<file path="src/rtl/core/neb_pkg.sv">
// ----------------------------------------------------------------------------
// neb_pkg
// Types, codes and helpers shared by the notification endpoint modules.
// ----------------------------------------------------------------------------
`default_nettype none

package neb_pkg;

    localparam int THREADS     = 16;
    localparam int BADGE_BITS  = 64;
    localparam int BADGE_W     = 64;
    localparam int TID_W       = 4;
    localparam int MAX_RESULTS = 16;
    localparam int CNT_W       = $clog2(MAX_RESULTS);

    localparam logic [THREADS-1:0] FLAG_ONE = THREADS'(1);

    typedef logic [2:0] t_mode;
    localparam t_mode MODE_SIGNAL     = 3'd0;
    localparam t_mode MODE_WAIT       = 3'd1;
    localparam t_mode MODE_CANCEL_ALL = 3'd2;
    localparam t_mode MODE_CANCEL_ONE = 3'd3;
    localparam t_mode MODE_BIND       = 3'd4;
    localparam t_mode MODE_UNBIND     = 3'd5;

    typedef logic [2:0] t_action;
    localparam t_action ACT_NONE     = 3'd0;
    localparam t_action ACT_WAKE     = 3'd1;
    localparam t_action ACT_BADGE    = 3'd2;
    localparam t_action ACT_POLLFAIL = 3'd3;
    localparam t_action ACT_BLOCKED  = 3'd4;
    localparam t_action ACT_RESTART  = 3'd5;
    localparam t_action ACT_INACTIVE = 3'd6;
    localparam t_action ACT_ERROR    = 3'd7;

    typedef enum logic [1:0] {
        EP_IDLE    = 2'd0,
        EP_WAITING = 2'd1,
        EP_ACTIVE  = 2'd2
    } t_ep_state;

    typedef struct packed {
        t_mode              mode;
        logic [BADGE_W-1:0] badge;
        logic [TID_W-1:0]   thread_id;
        logic               blocking;
        logic               bound_waiting;
    } t_in_item;

    typedef struct packed {
        t_action            action;
        logic [TID_W-1:0]   target_thread;
        logic [BADGE_W-1:0] badge_out;
        logic               direct_switch;
        logic [1:0]         end_state;
        logic               last;
    } t_out_item;

    // Work class of the latched item, as seen by the controller.
    typedef enum logic [1:0] {
        KIND_SIMPLE,
        KIND_UNLINK,
        KIND_ENQUEUE,
        KIND_WALK
    } t_kind;

    typedef enum logic [2:0] {
        OP_NONE,
        OP_SIMPLE,
        OP_LINK_READ,
        OP_UNLINK,
        OP_ENQ_LINK,
        OP_ENQ_DONE,
        OP_WALK_START,
        OP_WALK_STEP
    } t_dp_op;

    typedef enum logic [2:0] {
        CS_IDLE,
        CS_EXEC,
        CS_UNLINK,
        CS_ENQ,
        CS_WALK
    } t_ctrl_state;

    typedef struct packed {
        logic   load;
        t_dp_op op;
    } t_dp_cmd;

    typedef struct packed {
        t_kind kind;
        logic  walk_cont;
        logic  out_free;
    } t_dp_status;

    function automatic logic [BADGE_W-1:0] badge_widen(input logic [BADGE_BITS-1:0] b);
        logic [BADGE_W-1:0] w;
        w = '0;
        w[BADGE_BITS-1:0] = b;
        return w;
    endfunction

endpackage

`default_nettype wire

</file>
<file path="src/rtl/core/neb_ram.sv">
// ----------------------------------------------------------------------------
// neb_ram
// Generic single-write, single-read RAM with registered, enabled read.
// ----------------------------------------------------------------------------
`default_nettype none

module neb_ram #(
    parameter int WIDTH = 4,
    parameter int DEPTH = 16,
    localparam int AW   = $clog2(DEPTH)
) (
    input  logic             i_clk,
    input  logic             i_we,
    input  logic [AW-1:0]    i_waddr,
    input  logic [WIDTH-1:0] i_wdata,
    input  logic             i_re,
    input  logic [AW-1:0]    i_raddr,
    output logic [WIDTH-1:0] o_rdata
);

    logic [WIDTH-1:0] r_mem [DEPTH];
    logic [WIDTH-1:0] r_rdata;

    always_ff @(posedge i_clk) begin
        if (i_we) begin
            r_mem[i_waddr] <= i_wdata;
        end
        if (i_re) begin
            r_rdata <= r_mem[i_raddr];
        end
    end

    assign o_rdata = r_rdata;

endmodule

`default_nettype wire

</file>
<file path="src/rtl/core/neb_ctrl.sv">
// ----------------------------------------------------------------------------
// neb_ctrl
// Sequencer: takes one item, steps the datapath through its operations.
// ----------------------------------------------------------------------------
`default_nettype none

module neb_ctrl (
    input  logic               i_clk,
    input  logic               i_rst_n,
    input  logic               i_in_valid,
    input  neb_pkg::t_dp_status i_status,
    output neb_pkg::t_dp_cmd   o_cmd,
    output logic               o_busy
);

    import neb_pkg::*;

    t_ctrl_state r_state;
    t_ctrl_state n_state;

    always_ff @(posedge i_clk) begin
        if (!i_rst_n) begin
            r_state <= CS_IDLE;
        end else begin
            r_state <= n_state;
        end
    end

    always_comb begin
        n_state    = r_state;
        o_cmd.load = 1'b0;
        o_cmd.op   = OP_NONE;
        o_busy     = (r_state != CS_IDLE);
        case (r_state)
            CS_IDLE: begin
                if (i_in_valid) begin
                    o_cmd.load = 1'b1;
                    n_state    = CS_EXEC;
                end
            end
            CS_EXEC: begin
                case (i_status.kind)
                    KIND_UNLINK: begin
                        o_cmd.op = OP_LINK_READ;
                        n_state  = CS_UNLINK;
                    end
                    KIND_ENQUEUE: begin
                        o_cmd.op = OP_ENQ_LINK;
                        n_state  = CS_ENQ;
                    end
                    KIND_WALK: begin
                        o_cmd.op = OP_WALK_START;
                        n_state  = CS_WALK;
                    end
                    default: begin
                        if (i_status.out_free) begin
                            o_cmd.op = OP_SIMPLE;
                            n_state  = CS_IDLE;
                        end
                    end
                endcase
            end
            CS_UNLINK: begin
                if (i_status.out_free) begin
                    o_cmd.op = OP_UNLINK;
                    n_state  = CS_IDLE;
                end
            end
            CS_ENQ: begin
                if (i_status.out_free) begin
                    o_cmd.op = OP_ENQ_DONE;
                    n_state  = CS_IDLE;
                end
            end
            CS_WALK: begin
                if (i_status.out_free) begin
                    o_cmd.op = OP_WALK_STEP;
                    if (!i_status.walk_cont) begin
                        n_state = CS_IDLE;
                    end
                end
            end
            default: begin
                n_state = CS_IDLE;
            end
        endcase
    end

endmodule

`default_nettype wire

</file>
<file path="src/rtl/core/neb_dp.sv">
// ----------------------------------------------------------------------------
// neb_dp
// Endpoint state, wait queue links, and the result register.
// ----------------------------------------------------------------------------
`default_nettype none

module neb_dp (
    input  logic                i_clk,
    input  logic                i_rst_n,
    input  neb_pkg::t_dp_cmd    i_cmd,
    input  neb_pkg::t_in_item   i_in_data,
    output neb_pkg::t_dp_status o_status,
    output logic                o_out_valid,
    output neb_pkg::t_out_item  o_out_data,
    input  logic                i_out_stall
);

    import neb_pkg::*;

    t_in_item                r_item;
    t_ep_state               r_state,       n_state;
    logic [BADGE_BITS-1:0]   r_pending,     n_pending;
    logic                    r_bound_valid, n_bound_valid;
    logic [TID_W-1:0]        r_bound,       n_bound;
    logic [TID_W-1:0]        r_head,        n_head;
    logic [TID_W-1:0]        r_tail,        n_tail;
    logic [THREADS-1:0]      r_flags,       n_flags;
    logic [TID_W-1:0]        r_cur,         n_cur;
    logic [CNT_W-1:0]        r_count,       n_count;
    logic                    r_out_valid;
    t_out_item               r_out;

    logic                    emit;
    t_out_item               emit_data;

    logic                    next_we,  prev_we,  next_re,  prev_re;
    logic [TID_W-1:0]        next_waddr, next_wdata, prev_waddr, prev_wdata;
    logic [TID_W-1:0]        next_raddr, prev_raddr;
    logic [TID_W-1:0]        next_rdata, prev_rdata;

    logic [TID_W-1:0]        tid;
    logic                    tid_ok;
    logic                    tid_queued;
    logic                    queue_empty;
    logic [BADGE_BITS-1:0]   in_badge;
    logic [THREADS-1:0]      cur_cleared;
    logic                    walk_cont;
    logic                    link_first, link_lastq;
    t_kind                   kind;

    assign tid         = r_item.thread_id;
    assign tid_ok      = ({1'b0, tid} < (TID_W + 1)'(THREADS));
    assign tid_queued  = r_flags[tid];
    assign queue_empty = (r_flags == '0);
    assign in_badge    = r_item.badge[BADGE_BITS-1:0];
    assign cur_cleared = r_flags & ~(FLAG_ONE << r_cur);
    assign link_first  = (r_head == r_cur);
    assign link_lastq  = (r_tail == r_cur);
    assign walk_cont   = (r_count != CNT_W'(MAX_RESULTS - 1)) && (cur_cleared != '0)
                         && cur_cleared[next_rdata];

    // Classify the latched item.
    always_comb begin
        kind = KIND_SIMPLE;
        case (r_item.mode)
            MODE_SIGNAL: begin
                if (r_state == EP_WAITING && !queue_empty) begin
                    kind = KIND_UNLINK;
                end
            end
            MODE_WAIT: begin
                if (tid_ok && !tid_queued && r_state != EP_ACTIVE && r_item.blocking) begin
                    kind = KIND_ENQUEUE;
                end
            end
            MODE_CANCEL_ALL: begin
                if (r_state == EP_WAITING && !queue_empty && r_flags[r_head]) begin
                    kind = KIND_WALK;
                end
            end
            MODE_CANCEL_ONE: begin
                if (tid_ok && r_state == EP_WAITING && tid_queued) begin
                    kind = KIND_UNLINK;
                end
            end
            default: begin
                kind = KIND_SIMPLE;
            end
        endcase
    end

    assign o_status.kind      = kind;
    assign o_status.walk_cont = walk_cont;
    assign o_status.out_free  = !r_out_valid || !i_out_stall;

    always_comb begin
        n_state       = r_state;
        n_pending     = r_pending;
        n_bound_valid = r_bound_valid;
        n_bound       = r_bound;
        n_head        = r_head;
        n_tail        = r_tail;
        n_flags       = r_flags;
        n_cur         = r_cur;
        n_count       = r_count;
        next_we       = 1'b0;
        next_waddr    = r_cur;
        next_wdata    = r_cur;
        prev_we       = 1'b0;
        prev_waddr    = r_cur;
        prev_wdata    = r_cur;
        next_re       = 1'b0;
        next_raddr    = r_cur;
        prev_re       = 1'b0;
        prev_raddr    = r_cur;
        emit          = 1'b0;
        emit_data.action        = ACT_NONE;
        emit_data.target_thread = tid;
        emit_data.badge_out     = '0;
        emit_data.direct_switch = 1'b0;
        emit_data.last          = 1'b1;

        case (i_cmd.op)
            OP_SIMPLE: begin
                emit = 1'b1;
                case (r_item.mode)
                    MODE_SIGNAL: begin
                        if (r_state == EP_ACTIVE) begin
                            n_pending = r_pending | in_badge;
                        end else if (r_bound_valid && r_item.bound_waiting) begin
                            n_state                 = EP_IDLE;
                            emit_data.action        = ACT_WAKE;
                            emit_data.target_thread = r_bound;
                            emit_data.badge_out     = badge_widen(in_badge);
                            emit_data.direct_switch = 1'b1;
                        end else begin
                            n_state   = EP_ACTIVE;
                            n_pending = in_badge;
                        end
                    end
                    MODE_WAIT: begin
                        if (!tid_ok || tid_queued) begin
                            emit_data.action = ACT_ERROR;
                        end else if (r_state == EP_ACTIVE) begin
                            n_state             = EP_IDLE;
                            emit_data.action    = ACT_BADGE;
                            emit_data.badge_out = badge_widen(r_pending);
                        end else begin
                            emit_data.action = ACT_POLLFAIL;
                        end
                    end
                    MODE_CANCEL_ALL: begin
                        // Waiting, head not queued: drop the queue, go idle.
                        if (r_state == EP_WAITING && !queue_empty) begin
                            n_flags = '0;
                            n_head  = '0;
                            n_tail  = '0;
                            n_state = EP_IDLE;
                        end
                    end
                    MODE_CANCEL_ONE: begin
                        emit_data.action = ACT_ERROR;
                    end
                    MODE_BIND: begin
                        if (!tid_ok) begin
                            emit_data.action = ACT_ERROR;
                        end else begin
                            n_bound_valid = 1'b1;
                            n_bound       = tid;
                        end
                    end
                    MODE_UNBIND: begin
                        if (r_bound_valid && r_bound == tid) begin
                            n_bound_valid = 1'b0;
                            n_bound       = '0;
                        end
                    end
                    default: begin
                        emit_data.action = ACT_ERROR;
                    end
                endcase
            end
            OP_LINK_READ: begin
                n_cur      = (r_item.mode == MODE_SIGNAL) ? r_head : tid;
                next_re    = 1'b1;
                next_raddr = n_cur;
                prev_re    = 1'b1;
                prev_raddr = n_cur;
            end
            OP_UNLINK: begin
                emit    = 1'b1;
                n_flags = cur_cleared;
                if (link_first && link_lastq) begin
                    n_head = '0;
                    n_tail = '0;
                end else if (link_first) begin
                    n_head     = next_rdata;
                    prev_we    = 1'b1;
                    prev_waddr = next_rdata;
                    prev_wdata = next_rdata;
                end else if (link_lastq) begin
                    n_tail     = prev_rdata;
                    next_we    = 1'b1;
                    next_waddr = prev_rdata;
                    next_wdata = prev_rdata;
                end else begin
                    next_we    = 1'b1;
                    next_waddr = prev_rdata;
                    next_wdata = next_rdata;
                    prev_we    = 1'b1;
                    prev_waddr = next_rdata;
                    prev_wdata = prev_rdata;
                end
                if (cur_cleared == '0) begin
                    n_state = EP_IDLE;
                end
                if (r_item.mode == MODE_SIGNAL) begin
                    emit_data.action        = ACT_WAKE;
                    emit_data.target_thread = r_cur;
                    emit_data.badge_out     = badge_widen(in_badge);
                end else begin
                    emit_data.action = ACT_INACTIVE;
                end
            end
            OP_ENQ_LINK: begin
                prev_we    = 1'b1;
                prev_waddr = tid;
                prev_wdata = queue_empty ? tid : r_tail;
                if (!queue_empty) begin
                    next_we    = 1'b1;
                    next_waddr = r_tail;
                    next_wdata = tid;
                end
            end
            OP_ENQ_DONE: begin
                emit       = 1'b1;
                next_we    = 1'b1;
                next_waddr = tid;
                next_wdata = tid;
                if (queue_empty) begin
                    n_head = tid;
                end
                n_tail           = tid;
                n_flags          = r_flags | (FLAG_ONE << tid);
                n_state          = EP_WAITING;
                emit_data.action = ACT_BLOCKED;
            end
            OP_WALK_START: begin
                n_cur      = r_head;
                n_count    = '0;
                next_re    = 1'b1;
                next_raddr = r_head;
            end
            OP_WALK_STEP: begin
                emit                    = 1'b1;
                emit_data.action        = ACT_RESTART;
                emit_data.target_thread = r_cur;
                emit_data.last          = !walk_cont;
                n_flags                 = cur_cleared;
                if (walk_cont) begin
                    n_cur      = next_rdata;
                    n_count    = r_count + CNT_W'(1);
                    next_re    = 1'b1;
                    next_raddr = next_rdata;
                end else begin
                    n_flags = '0;
                    n_head  = '0;
                    n_tail  = '0;
                    n_state = EP_IDLE;
                end
            end
            default: begin
                emit = 1'b0;
            end
        endcase
        // A walk always ends idle, so every restart beat carries idle.
        emit_data.end_state = (i_cmd.op == OP_WALK_STEP) ? EP_IDLE : n_state;
    end

    always_ff @(posedge i_clk) begin
        if (!i_rst_n) begin
            r_state       <= EP_IDLE;
            r_pending     <= '0;
            r_bound_valid <= 1'b0;
            r_bound       <= '0;
            r_head        <= '0;
            r_tail        <= '0;
            r_flags       <= '0;
            r_out_valid   <= 1'b0;
        end else begin
            r_state       <= n_state;
            r_pending     <= n_pending;
            r_bound_valid <= n_bound_valid;
            r_bound       <= n_bound;
            r_head        <= n_head;
            r_tail        <= n_tail;
            r_flags       <= n_flags;
            if (emit) begin
                r_out_valid <= 1'b1;
            end else if (!i_out_stall) begin
                r_out_valid <= 1'b0;
            end
        end
    end

    always_ff @(posedge i_clk) begin
        if (i_cmd.load) begin
            r_item <= i_in_data;
        end
        if (emit) begin
            r_out <= emit_data;
        end
        r_cur   <= n_cur;
        r_count <= n_count;
    end

    neb_ram #(.WIDTH(TID_W), .DEPTH(THREADS)) u_next_ram (
        .i_clk   (i_clk),
        .i_we    (next_we),
        .i_waddr (next_waddr),
        .i_wdata (next_wdata),
        .i_re    (next_re),
        .i_raddr (next_raddr),
        .o_rdata (next_rdata)
    );

    neb_ram #(.WIDTH(TID_W), .DEPTH(THREADS)) u_prev_ram (
        .i_clk   (i_clk),
        .i_we    (prev_we),
        .i_waddr (prev_waddr),
        .i_wdata (prev_wdata),
        .i_re    (prev_re),
        .i_raddr (prev_raddr),
        .o_rdata (prev_rdata)
    );

    assign o_out_valid = r_out_valid;
    assign o_out_data  = r_out;

endmodule

`default_nettype wire

</file>
<file path="src/rtl/core/notification_endpoint_badge_or.sv">
// ----------------------------------------------------------------------------
// notification_endpoint_badge_or
// Notification endpoint: badge OR-ing, FIFO of blocked waiters, bound thread.
// ----------------------------------------------------------------------------
// Usage:
//   Input channel (i_in_valid / o_in_stall / i_in_data) carries one command
//   beat: signal, wait, cancel all, cancel one, bind or unbind. Output channel
//   (o_out_valid / i_out_stall / o_out_data) carries result beats; the final
//   beat of a command has last set. Every command gives at least one beat.
//   A beat moves on a rising edge with valid high and stall low.
//   Timing: one command at a time. After acceptance the block stalls its
//   input until the command is done. A plain command writes its result from
//   the exec state and frees the input on the same edge. Signal to a waiting
//   endpoint and cancel one read the links, then unlink: the queue links sit
//   in two small RAMs with a registered read port. Blocking wait links, then
//   enqueues (up to two writes to the next-link RAM). Cancel all walks the
//   queue, reading one next link per cycle while the output does not stall.
//   Output stall: the result register holds its beat; the sequencer waits
//   whenever it has a new beat and the register is full and stalled, so
//   a stalled receiver freezes the walk with no beat lost.
//   Reset (synchronous, active low): endpoint idle, no badge, no binding,
//   empty queue, no result pending. The link RAMs are not cleared; only
//   entries of queued threads are ever read.
// ----------------------------------------------------------------------------
`default_nettype none

module notification_endpoint_badge_or (
    input  logic               i_clk,
    input  logic               i_rst_n,
    input  logic               i_in_valid,
    input  neb_pkg::t_in_item  i_in_data,
    output logic               o_in_stall,
    output logic               o_out_valid,
    output neb_pkg::t_out_item o_out_data,
    input  logic               i_out_stall
);

    import neb_pkg::*;

    // Command from the sequencer, status back from the datapath.
    t_dp_cmd    dp_cmd;
    t_dp_status dp_status;
    logic       busy;

    // Sequencer: hold the input while a command is in flight, step the datapath.
    neb_ctrl u_ctrl (
        .i_clk      (i_clk),
        .i_rst_n    (i_rst_n),
        .i_in_valid (i_in_valid),
        .i_status   (dp_status),
        .o_cmd      (dp_cmd),
        .o_busy     (busy)
    );

    // Datapath: endpoint state, link RAMs and the result register.
    neb_dp u_dp (
        .i_clk       (i_clk),
        .i_rst_n     (i_rst_n),
        .i_cmd       (dp_cmd),
        .i_in_data   (i_in_data),
        .o_status    (dp_status),
        .o_out_valid (o_out_valid),
        .o_out_data  (o_out_data),
        .i_out_stall (i_out_stall)
    );

    // Stall follows the sequencer state only, never the input valid.
    assign o_in_stall = busy;

endmodule

`default_nettype wire

</file>
<file path="config.mk">
export PLATFORM = sky130hd
export DESIGN_NAME = notification_endpoint_badge_or
export DESIGN_NICKNAME = d
export VERILOG_FILES = /design/src/rtl/core/neb_pkg.sv /design/src/rtl/core/neb_ram.sv /design/src/rtl/core/neb_ctrl.sv /design/src/rtl/core/neb_dp.sv /design/src/rtl/core/notification_endpoint_badge_or.sv
export SDC_FILE = /design/constraint.sdc
export NUM_CORES = 1
export LEC_CHECK = 0
export ABC_AREA = 1
export BUFFER_PORTS_ARGS = -buffer_cell sky130_fd_sc_hd__buf_2
export CORE_ASPECT_RATIO = 1.4
export CORE_MARGIN = 10
export CORE_UTILIZATION = 45
export DETAILED_ROUTE_END_ITERATION = 6
export SLEW_MARGIN = 20
export SYNTH_ARGS = -nofsm -noshare
export SYNTH_HDL_FRONTEND = slang
export SYNTH_SLANG_ARGS = --single-unit
</file>
<file path="constraint.sdc">
create_clock -name i_clk -period 5.75 [get_ports i_clk]
set_input_delay 0.8625 -clock i_clk [delete_from_list [all_inputs] [get_ports i_clk]]
set_output_delay 0.8625 -clock i_clk [all_outputs]
set_load 0.005 [all_outputs]
</file>
# --- Yosys cells after proc, flatten, opt, wreduce, memory -nomap -nowiden ---
# Memories as Yosys holds them, arrays and structs flattened. A register that Yosys moved wholly into a read port is not among the register bits.
# Index checks and enable logic that the tools add are counted.
totals:
  ff_bits: 255
  latch_bits: 0
  ramBits: 128
  rom_bits: 0
  inputBits: 77
  elab_cells: 224
  mem_count: 2
classes:
  addsub: 1
  mul: 0
  n_div: 0
  magnitude_cmp: 3
  eq_ne: 40
  shift: 2
  muxes: 111
  bitwise: 6
  reduce_logical: 37
memory_table:
  columns: ["memory", "depth", "word_bits", "read_ports", "rd_ports_with_merged_regs", "write_ports", "line_no", "source"]
  rows:
  - ["u_dp.u_next_ram.r_mem", 16, 4, 1, 1, 1, "neb_ram.sv:21", "logic [WIDTH-1:0] r_mem [DEPTH];"]
  - ["u_dp.u_prev_ram.r_mem", 16, 4, 1, 1, 1, "neb_ram.sv:21", null]
op_table:
  columns: ["cell", "n"]
  rows:
  - ["$mux W64", 4]
  - ["$pmux W64 S2", 2]
  - ["$mux W4", 29]
  - ["$mux W72", 1]
  - ["$mux W70", 1]
  - ["$mux W68", 1]
  - ["$or A64 B64 Y64", 1]
  - ["$pmux W16 S4", 1]
  - ["$mux W16", 3]
  - ["$pmux W4 S3", 4]
  - ["$pmux W3 S4", 3]
  - ["$logic_not A16 Y1", 2]
  - ["$pmux W4 S2", 4]
  - ["$pmux W4 S4", 2]
  - ["$shl A1 B4 Y16 const A", 2]
  - ["$pmux W3 S3", 3]
  - ["$mux W1", 25]
  - ["$mux W3", 8]
  - ["$eq A3 B3 Y1 const B", 7]
  - ["$mux W2", 10]
  - ["$eq A3 B2 Y1 const B", 6]
  - ["$and A16 B16 Y16", 1]
  - ["$not A16 Y16", 1]
  - ["$or A16 B16 Y16", 1]
  - ["other kinds (31)", 78]

# --- Longest topological paths before layout ---
logic_depth:
  ltp_word: 14
  ltp_mapped: 29
  ltp_nobuf: 27

# --- Cells and area by module ---
# Synthesis repeated with hierarchy kept, for this count alone.
unflattened:
  hier_cells: 2022
  area_unflattened_um2: 18818.0
by_module_without_submodules:
  columns: ["module", "instances", "cells_each", "area_per_inst_um2", "seq_area_each_um2"]
  rows:
  - ["neb_dp", 1, 1386, 12420.7, 6566.3]
  - ["neb_ram at u_dp.u_next_ram", 1, 292, 3041.7, 2042.0]
  - ["neb_ram at u_dp.u_prev_ram", 1, 290, 3006.6, 2042.0]
  - ["neb_ctrl", 1, 54, 349.1, 60.1]

# --- Worst setup path before layout ---
# Ideal clock, no wire load.
synth_path:
  path_kind: "input to register"
  from: "input i_in_valid"
  to: "register u_dp.r_item, in the netlist u_dp.in_badge[0] (enable)"
  setup_ps: 505
  arrival_time_ps: 3925
  required_ps: 5245
  slack_ps: 1320
  stages: 2
  path_buffers: 0
  cell_sequence: "inv_1 > nor2_1"
synth_rtl:
  columns: ["element", "line_no", "source"]
  rows:
  - ["start: declaration", "notification_endpoint_badge_or.sv:30", "input logic i_in_valid,"]
  - ["end signal: assignment", "neb_dp.sv:308", "r_item <= i_in_data;"]
  - ["end: declaration", "neb_dp.sv:20", "t_in_item r_item;"]

==> flow_metrics.tcl <==
set metrics [dict create \
    status "complete, no violations" \
    htreeDepth 2 \
    num-fill-cells 3701 \
    drt-total-wl_um 53700 \
    yosys_most_used_dff "edfxtp_1" \
    cp.required_ns 6.13 \
    grt_usage_pct 21.03 \
    maxSlewHeadroom_pct 28.50 \
    cp.arrival_ns 5.29 \
    drive_above_1_share_pct 18.60 \
    maxSlewViolCount 0 \
    ys_ff_latch 391 \
    worst_hold_slack_ns 0.4792 \
    crit_top_cell "nand2_1" \
    antenna_found_initial 1 \
    worstHoldEndpoint "u_dp.tid[2]$_DFFE_PP_" \
    die_h_um 259.9 \
    synth-seq-area-share_pct 57.90 \
    path_buf_inv 5 \
    avgSynthCellArea_um2 9.856 \
    setup_violations 0 \
    cts_buffers 41 \
    fin_setup_tns_ns 0 \
    root_buffer "clkbuf_16" \
    r2r_cells 20 \
    dieArea_mm2 0.04973 \
    cts_tree "done" \
    r2r-start "u_dp.tid[0]$_DFFE_PP_" \
    rows 87 \
    synth_most_common_cell "edfxtp_1" \
    design_area_mm2 0.02098 \
    syn_inst 1877 \
    synthesis.area_mm2 0.01850 \
    min_period_over_period_pct 85.50 \
    utilization_pct 51.80 \
    initial_core_util_pct 45.68 \
    reg2reg_setup_slack_ns 0.83 \
    hp-class "primary input to flip-flop" \
    drt_pass1_iterations 6 \
    postCtsSetupBuffers 0 \
    ir_drop_mv 0.2409 \
    die_w_um 191.4 \
    endpoint_kind "flip-flop" \
    synth_cell_type_count 57 \
    synth_common_cells "edfxtp_1, nand2_1, nand3_1, nor2_1, inv_1" \
    via_per_inst 5.846 \
    pin_count 154 \
    hpwlAfterDp_um 35310 \
    skew_ns 0.03631 \
    crit_fanout 53 \
    hold_viol_final 0 \
    max_freq_ghz 0.2034 \
    grt_pass1_wl_um 82840 \
    met1Wirelength_um 20880 \
    r2r_end "u_dp.o_out_data[13]$_DFFE_PP_" \
    core_mm2 0.04049 \
    power_mw 6.708 \
    critPathSlowestCell "edfxtp_1" \
    cts_sinks 391 \
    critical-path-top-delay-family "simple AND/OR/NAND/NOR gates" \
    hold_start "i_in_data[4]" \
    period_needed_ns 4.916 \
    synth_top_cell_by_area "edfxtp_1" \
    yosys_warnings 0 \
    via_count 14890 \
    detail-route-antenna-nets 0 \
    dr_wl_met3_um 3639 \
    layout.cells.non_filler 2547 \
    drc 0 \
    cts_max_path_buffers 3 \
    ctsHoldBuffers 0 \
    tightestPinTransition_ns 1.072 \
    p_leak_nw 7.803 \
    synth_top_area_share_pct 46.75 \
    power_frac_clock_pct 40.3 \
    min_path_cells 1 \
    wl_met2_um 27130 \
    dr.max_layer_used "met4" \
    drv_cap 0 \
    grt_max_degree 91 \
    critical_path.max_stage_delay_ns 0.86 \
    placed_area_mm2 0.01959 \
    power_frac_comb_pct 11.5 \
    rsz0062_at_grt "false" \
    p_sw_mw 1.740 \
    place_congestion 0.9723 \
    grt_overflow 0 \
    path_clk_slew_ns 0.07 \
    power_switching_share_pct 25.94 \
    io_buffers 153 \
    cts_resized 0 \
    drt-initial-drc-count 1480 \
    critPathLaunchType "flip-flop" \
    synth-edff-count 288 \
    crit_chain "nand2_1 > o21ai_1 > nand2_1 > nand3_1 > nand3_1 > nand2_2 > inv_1 > nand3_1 > nand2_1 > inv_1 > ha_1 > nand3_2 > nand3_4 > inv_4 > nor2_2 > nand2_4 > inv_2 > buf_4 > nand2_1 > o21ai_0" \
    grt_pass1_vias 14300 \
    pre_cts_ws_ns 0.9520 \
    ys_async_sr_fraction_pct 0 \
    p_seq_share_pct 48.2 \
    final_nets 2063 \
    worst_slack_ns 0.8339 \
    synth.net_count 1959 \
    clkLatencyLatePin_ns 0.57 \
    critPathKind "flip-flop to flip-flop" \
    p_int_mw 4.968 \
    cellPowerDensity_mw_per_mm2 319.8 \
    synth.area.top_cells "edfxtp_1, dfxtp_1, nand3_1" \
    area_delta_synth_final_pct 13.40 \
    wl_per_cell_um 21.08 \
    dp.cells 2472 \
]
==> worst reg2reg max path, stage by stage, from the launching register on <==
cell	delay [ns]
edfxtp_1	0.86
nand2_1	0.11
o21ai_1	0.11
nand2_1	0.08
nand3_1	0.08
nand3_1	0.09
nand2_2	0.18
inv_1	0.08
nand3_1	0.07
nand2_1	0.09
inv_1	0.10
ha_1	0.26
nand3_2	0.13
nand3_4	0.09
inv_4	0.06
nor2_2	0.30
nand2_4	0.29
inv_2	0.36
buf_4	0.58
nand2_1	0.52
o21ai_0	0.31
==> flip-flops by register name, summed over array words and instances (netlist names) <==
name,flops
u_dp.r_flags,16
u_dp.u_next_ram.o_rdata,4
u_dp.u_prev_ram.r_mem,64
u_dp.r_bound,4
u_dp.r_head,4
u_dp.r_tail,4
u_dp.u_next_ram.r_mem,64
u_dp.r_item,5
u_ctrl.r_state,3
u_dp.r_bound_valid,1
u_dp.tid,4
u_dp.u_prev_ram.o_rdata,4
u_dp.o_out_data,75
u_dp.in_badge,64
u_dp.o_out_valid,1
u_dp.r_cur,4
u_dp.r_count,4
u_dp.r_pending,64
u_dp.r_state,2
==> worst max path at each step <==
| stage | startpoint | endpoint | slack, ns | depth (start not counted) |
|---|---|---|---|---|
| after global placement | u_dp.tid[0]$_DFFE_PP_ | u_dp.o_out_data[13]$_DFFE_PP_ | 1.12 | 20 |
| after CTS | u_dp.tid[0]$_DFFE_PP_ | u_dp.o_out_data[13]$_DFFE_PP_ | 0.85 | 20 |
| after floorplan | i_in_valid | u_dp.in_badge[0]$_DFFE_PP_ | 1.32 | 2 |
| after detailed placement | u_dp.tid[0]$_DFFE_PP_ | u_dp.o_out_data[13]$_DFFE_PP_ | 0.95 | 20 |
| final | u_dp.tid[0]$_DFFE_PP_ | u_dp.o_out_data[13]$_DFFE_PP_ | 0.83 | 20 |
| after global routing | u_dp.tid[0]$_DFFE_PP_ | u_dp.o_out_data[13]$_DFFE_PP_ | 0.41 | 20 |
==> area by class of cell <==
cell class                 count  area (µm²)  area share, %
sequential                   391       10710          51.06
multi-input combinational   1205        6639          31.65
clock buffer                  54        1189          5.666
timing repair buffer         176       942.2          4.491
tap                          534       668.1          3.185
inverter                     166       631.9          3.012
clock inverter                19       192.7         0.9185
antenna                        2       5.005        0.02386
==> power groups by stage <==
stage	logic [mW]	registers [mW]	clock network [mW]
after floorplan	0.524	3.26	0
after global placement	0.770	3.29	0
after detailed placement	0.774	3.29	0
after CTS	0.777	3.23	2.75
after global routing	0.860	3.24	2.88
final	0.775	3.23	2.70
==> per-layer routing <==
| layer | vias up | GRT usage [%] |
|---|---|---|
| li1 | 6915 | - |
| met4 | 0 | 8.460 |
| met3 | 139 | 3.228 |
| met2 | 685 | 36.38 |
| met5 | - | 0 |
| met1 | 7150 | 25.65 |
==> cell usage in the layout (no fill, tap or decap), types with 4 or more instances in the layout <==
cell type and n:
edfxtp_1 288, nand3_1 243, nand2_1 242, nor2_1 182
buf_2 153, inv_1 129, o21ai_0 127, dfxtp_1 103
a22oi_1 64, a32oi_1 50, clkbuf_16 44, a21oi_1 38
o211ai_1 34, inv_2 30, or2_2 26, buf_4 22
o21ai_1 19, nand3b_1 16, a31oi_1 15, nand2_2 13
nand4_1 12, a211oi_1 12, nor2_4 11, nor3_1 10
nand3_2 9, clkinv_2 9, o2111ai_1 8, nor2_2 7
clkinv_1 6, nor3_2 6, o21ai_2 6, xor2_1 6
o22ai_1 5, ha_1 5, clkbuf_1 5, clkbuf_8 5
nand2_4 4
==> kinds of logic after synthesis <==
group / synth area share, %
fa+ha+maj: 0.3382
xor+xnor: 0.3314
compound gates: 14.33
flops: 57.90
simple gates: 20.66
buf+inv: 6.439
Power figures use the tool's default switching activity.
